**src/rtl/core/smdd_pkg.sv**
```systemverilog
`default_nettype none
package smdd_pkg;

  localparam int SAMPLE_W       = 24;
  localparam int DELAY_W        = 20;
  localparam int MIX_W          = 16;
  localparam int LINE_DEPTH_DEF = 4096;

  // LFO table size is fixed; the ROM is built at elaboration
  localparam int SINE_POINTS    = 256;
  localparam int QUARTER_POINTS = SINE_POINTS / 4;
  localparam int QIDX_W         = $clog2(QUARTER_POINTS + 1);
  localparam longint unsigned PI_HALF_Q30 = 64'd1686629713;

  localparam logic [MIX_W-1:0] FULL_MIX = 16'h8000;

  // pipeline steps of one frame
  localparam int NSTG      = 7;
  localparam int STG_READ  = 4;
  localparam int STG_WRITE = 5;

  typedef enum logic [2:0] {
    REG_BASE_DELAY   = 3'd0,
    REG_MIN_DELAY    = 3'd1,
    REG_MOD_DEPTH    = 3'd2,
    REG_WIDTH_OFFSET = 3'd3,
    REG_PHASE_STEP   = 3'd4,
    REG_WET_MIX      = 3'd5
  } reg_idx_t;

  typedef struct packed {
    logic              wrapped;  // every line entry written at least once
    logic [NSTG-1:1]   ld;       // step n is active this cycle
  } lane_ctl_t;

  // round(32768*sin(pi/2*k/Q)) via Q30 Taylor series, capped at 32767
  function automatic logic [14:0] sine_entry(int unsigned k);
    longint unsigned x;
    longint unsigned x2;
    longint unsigned term;
    longint          sum;
    longint          v;
    x    = (PI_HALF_Q30 * longint'(k)) / QUARTER_POINTS;
    x2   = (x * x) >> 30;
    term = x;
    sum  = longint'(x);
    term = ((term * x2) >> 30) / 6;
    sum  = sum - longint'(term);
    term = ((term * x2) >> 30) / 20;
    sum  = sum + longint'(term);
    term = ((term * x2) >> 30) / 42;
    sum  = sum - longint'(term);
    term = ((term * x2) >> 30) / 72;
    sum  = sum + longint'(term);
    term = ((term * x2) >> 30) / 110;
    sum  = sum - longint'(term);
    term = ((term * x2) >> 30) / 156;
    sum  = sum + longint'(term);
    if (sum < 0) sum = 0;
    v = (sum + 64'sd16384) >>> 15;
    if (v > 64'sd32767) v = 64'sd32767;
    return v[14:0];
  endfunction

endpackage
`default_nettype wire

```
**src/rtl/core/smdd_merge.sv**
```systemverilog
`default_nettype none
module smdd_merge (
  input  wire logic                                 clk,
  input  wire logic                                 rst_n,
  input  wire logic                                 done,
  input  wire logic signed [smdd_pkg::SAMPLE_W-1:0] left,
  input  wire logic signed [smdd_pkg::SAMPLE_W-1:0] right,
  input  wire logic                                 out_tready,
  output logic                                      out_tvalid,
  output logic [2*smdd_pkg::SAMPLE_W-1:0]           out_tdata,
  output logic                                      load
);
  import smdd_pkg::*;

  logic                      valid_r;
  logic                      valid_nxt;
  logic [2*SAMPLE_W-1:0]     data_r;

  assign load = done && (!valid_r || out_tready);

  always_comb begin
    valid_nxt = valid_r;
    if (load) begin
      valid_nxt = 1'b1;
    end else if (out_tready) begin
      valid_nxt = 1'b0;
    end
  end

  always_ff @(posedge clk) begin
    if (!rst_n) begin
      valid_r <= 1'b0;
    end else begin
      valid_r <= valid_nxt;
    end
  end

  always_ff @(posedge clk) begin
    if (load) data_r <= {right, left};
  end

  assign out_tvalid = valid_r;
  assign out_tdata  = data_r;

endmodule
`default_nettype wire

```
**config.mk**
```make
export PLATFORM = sky130hd
export DESIGN_NAME = smdd_merge
export DESIGN_NICKNAME = d
export VERILOG_FILES = /design/src/rtl/core/smdd_pkg.sv /design/src/rtl/core/smdd_merge.sv
export SDC_FILE = /design/constraint.sdc
export NUM_CORES = 1
export LEC_CHECK = 0
export ABC_AREA = 1
export BUFFER_PORTS_ARGS = -buffer_cell sky130_fd_sc_hd__buf_2
export CELL_PAD_IN_SITES_DETAIL_PLACEMENT = 1
export CELL_PAD_IN_SITES_GLOBAL_PLACEMENT = 2
export CORE_ASPECT_RATIO = 1.5
export CORE_MARGIN = 10
export CORE_UTILIZATION = 23
export CTS_CLUSTER_DIAMETER = 50
export CTS_CLUSTER_SIZE = 28
export DETAILED_ROUTE_END_ITERATION = 16
export MAX_ROUTING_LAYER = met4
export PLACE_DENSITY_LB_ADDON = 0.1
export SLEW_MARGIN = 15
export SYNTH_ARGS = -nofsm -noshare
export SYNTH_HDL_FRONTEND = slang
export SYNTH_SLANG_ARGS = --single-unit
```
**constraint.sdc**
```tcl
create_clock -name clk -period 2.9 [get_ports clk]
set_input_delay 0.145 -clock clk [delete_from_list [all_inputs] [get_ports clk]]
set_output_delay 0.145 -clock clk [all_outputs]
set_load 0.05 [all_outputs]
```
## Word-level counts from Yosys, hierarchy flattened

Index checks and enable logic that the tools add are counted.
W data, S select, Z words.

- Output and inout port bits: 50
- Input bits: 52
- Logic and storage cells: 8
- Register bits after elaboration: 49

- Reduce and logical (&&, ||, !) cells: 4
- Muxes and demuxes: 2

Operators by type and width:

| cell | count |
|---|---|
| $mux W1 | 2 |
| $reduce_bool A2 Y1 | 1 |
| $logic_and A1 B1 Y1 | 1 |
| $logic_not A1 Y1 | 1 |
| $logic_or A1 B1 Y1 | 1 |

## Longest topological paths before layout

- Depth in word-level cells: 4
- Mapped depth: 3
- Mapped depth without buffers: 3

## Worst setup path after synthesis

Ideal clock, no wire load.

- Kind: flip-flop to flip-flop
- Start: register valid_r, in the netlist out_tvalid
- End: register data_r[0], in the netlist out_tdata[0] (enable)
- Clock period less this slack: 4.141 ns
- Path buffers: 0
- Setup slack: -1.241 ns
- Arrival time: 3.637 ns
- Required time: 2.396 ns
- Library setup time: 0.504 ns
- Stages on the path, launching flop included: 2
- Cells stage by stage: dfxtp_1 -> a21oi_1

- Cells in the longest elaborated chain, start to end: 3

Ends and longest elaborated chain:

| item | RTL line | text |
|---|---|---|
| start, declared | smdd_merge.sv:15 | `logic valid_r;` |
| start signal, assigned | smdd_merge.sv:34 | `valid_r <= valid_nxt;` |
| $logic_not A1 Y1 | smdd_merge.sv:19 | `assign load = done && (!valid_r \|\| out_tready);` |
| $logic_or A1 B1 Y1 | smdd_merge.sv:19 |  |
| $logic_and A1 B1 Y1 | smdd_merge.sv:19 |  |
| via load | smdd_merge.sv:11 | `output logic load` |
| end signal, assigned | smdd_merge.sv:39 | `if (load) data_r <= {right, left};` |
| end, declared | smdd_merge.sv:17 | `logic [2*SAMPLE_W-1:0] data_r;` |

The timed path passes the listed nets, and every way through them passes these cells.
A chain may end at the register's enable or synchronous reset.

## Worst setup path after layout

- Start: register valid_r, in the netlist out_tvalid
- End: output port load

- Cells in the longest elaborated chain, start to end: 3

Ends and longest elaborated chain:

| item | RTL line |
|---|---|
| $logic_not A1 Y1 | smdd_merge.sv:19 |
| $logic_or A1 B1 Y1 | smdd_merge.sv:19 |
| $logic_and A1 B1 Y1 | smdd_merge.sv:19 |
| end, declared | smdd_merge.sv:11 |

Every way passes these cells.

==> impl_metrics.ini <==
[run_status]
status = completed

[worst_setup_path]
end_kind = output port
critPathRequiredTime_ps = 2760
crit_fanout = 19
critPathKind = flop to output port
cp_slowest_cell = a21oi_4
cp-start-kind = flop
worstPathCellList = a21oi_4 -> buf_2
max_stage_delay_ps = 540
critPathArrivalTime_ps = 1580
reg2reg_slack_ps = 1320

[power_and_ir_drop]
power.share.sequential = 0.542
p_comb_frac = 0.160
clock_power_share = 0.298
p_leak_uw = 0.000969
powerDensity_mw_per_mm2 = 684
total_power_uw = 1540
p_int_uw = 1130
switching_share = 0.265
ir_worst_vdd_uv = 269
switching_power_uw = 408

[sta]
clock-skew-final_ps = 4.03
worst_slew_pin_slew_ps = 620
finalSetupTns_ps = 0
fmax_mhz = 579
fin_crit_sh = 0.596
slew_headroom = 0.586
grt_setup_unrepaired = false
finalMaxSlewViolations = 0
finalHoldViolCount = 0
period_minus_slack_ps = 1730
finalSetupViolations = 0

[grt]
busiest_layer = met2
groute.layer.met1.usage = 0.0695
grt_pass1_wl_um = 6170
use_met2 = 0.148
grt_use_met3 = 0.0412
gr-usage-all-layers = 0.0827
grt_max_degree = 20
grt_overflow_total = 0
antenna_found_initial = 1
grt_pass1_vias = 1082

[synth]
synthAdderAreaFrac = 0
synth_top_family_by_area = compound AO/OA/AOI/OAI gates
yosys_register_bits = 49
synthMuxAreaShare = 0
netlist_area_mm2 = 0.00149
synth.avg_cell_area_um2 = 27.1
synthSimpleGateAreaFrac = 0.00419
synth-compound-area-share = 0.00922
synthXorXnorAreaFrac = 0
synth_cell_types = 7
syn-num-nets = 107
synth_warnings = 0
ys_seq_area_frac = 0.979
syn_inst = 55

[clock_tree]
cts_tree = done
clk_pin_slew_worst_paths_ps = 80
post_cts_buffers = 0
cts_root_buf = clkbuf_8
cts-buffers-inserted = 5
cts_num_sinks = 49
insertion_delay_ps = 290
htreeDepth = 2
clk_path_buf_depth = 2

[final_layout]
drive_gt1_frac = 0.679
postLayoutCoreUtil = 0.362
area_growth_pct = 51.0
final_nets = 220
final_cell_mix = buf_2, edfxtp_1, clkbuf_8
final_common_cell = buf_2
instances_no_fill = 243

[placed_design]
placedCellCount = 232
hpwl_um = 3540
io_buffers = 101
gp_congestion = 0.685

[routing]
drc = 0
routedWlPerCell_um = 17.6
num_vias = 932
vias_per_cell = 3.84
drt_pre_antenna_iters = 4
ant_nets = 0
wl_um = 4270
drt_iter0_markers = 36

[floorplanning]
initial_core_util = 0.240
rows = 35
die_y_um = 119
dieWidth_um = 85.8
io_pins = 102
core_mm2 = 0.00622
dieArea_mm2 = 0.0102

[min_path]
holdCritPathClass = input pin to flop

[run]
drv_cap = 0
-- cell usage after synthesis --
library cell  instances  area share
a21oi_2               1      0.0059
a21oi_1               1      0.0033
dfxtp_1               1       0.013
edfxtp_1             48        0.97
nand2_2               1      0.0042
inv_1                 2      0.0050
inv_2                 1      0.0025
-- routing by layer --
layer	vias to the layer above	part of all wire
li1	438	-
met5	-	0
met4	0	0.017
met2	53	0.56
met3	5	0.11
met1	436	0.31
-- layout make-up --
cell class	instances	area [um2]
Sequential cell	49	1460
Inverter	3	11.3
Antenna cell	1	2.50
Timing Repair Buffer	106	551
Clock buffer	5	68.8
Clock inverter	2	35.0
Multi-Input combinational cell	3	31.3
Fill cell	676	3970
Tap cell	74	92.6
-- registers in the layout, summed over array words and instances (netlist names) --
name / count
out_tdata: 48
out_tvalid: 1
-- power groups by stage --
stage	registers [uW]	clock network [uW]	logic, uW
floorplan	997	0	18.9
global placement	851	0	245
detailed placement	852	0	248
CTS	836	485	248
global route	840	517	258
finish	835	460	246
-- worst max-delay path, delay by kind of cell, from the launching register on --
kind                   cells  cell delay, ps
buffers and inverters      1             380
AO/OA/AOI/OAI              1             540
flip-flops                 1             370
-- stage by stage --
stage | instance area [um2] | hold slack (ps) | setup WS [ps]
floorplan | 1500 | 244 | 165
global placement | 2120 | 322 | 1370
detailed placement | 2120 | 323 | 1290
CTS | 2220 | 6.72 | 1110
global route | 2250 | 0.464 | 1050
finish | 2250 | 21.9 | 1170
-- worst paths after layout --
| kind | from | to | cells past startpoint |
|---|---|---|---|
| worst max-delay path | out_tvalid | load | 2 |
| worst min-delay path | left[14] | out_tdata[14] | 1 |
| worst max register to register | out_tvalid | out_tdata[22] | 2 |
| worst min register to register | out_tvalid | out_tvalid | 2 |
-- what timing repair did --
item,4_1_cts,5_1_grt
gates resized for setup,0,0
hold buffers,0,3
hold endpoints to repair,0,3
-- logic make-up after synthesis --
group           count (synthesis)
compound gates                  2
buf+inv                         3
flops                          49
simple gates                    1
Power figures use the tool's default switching activity.
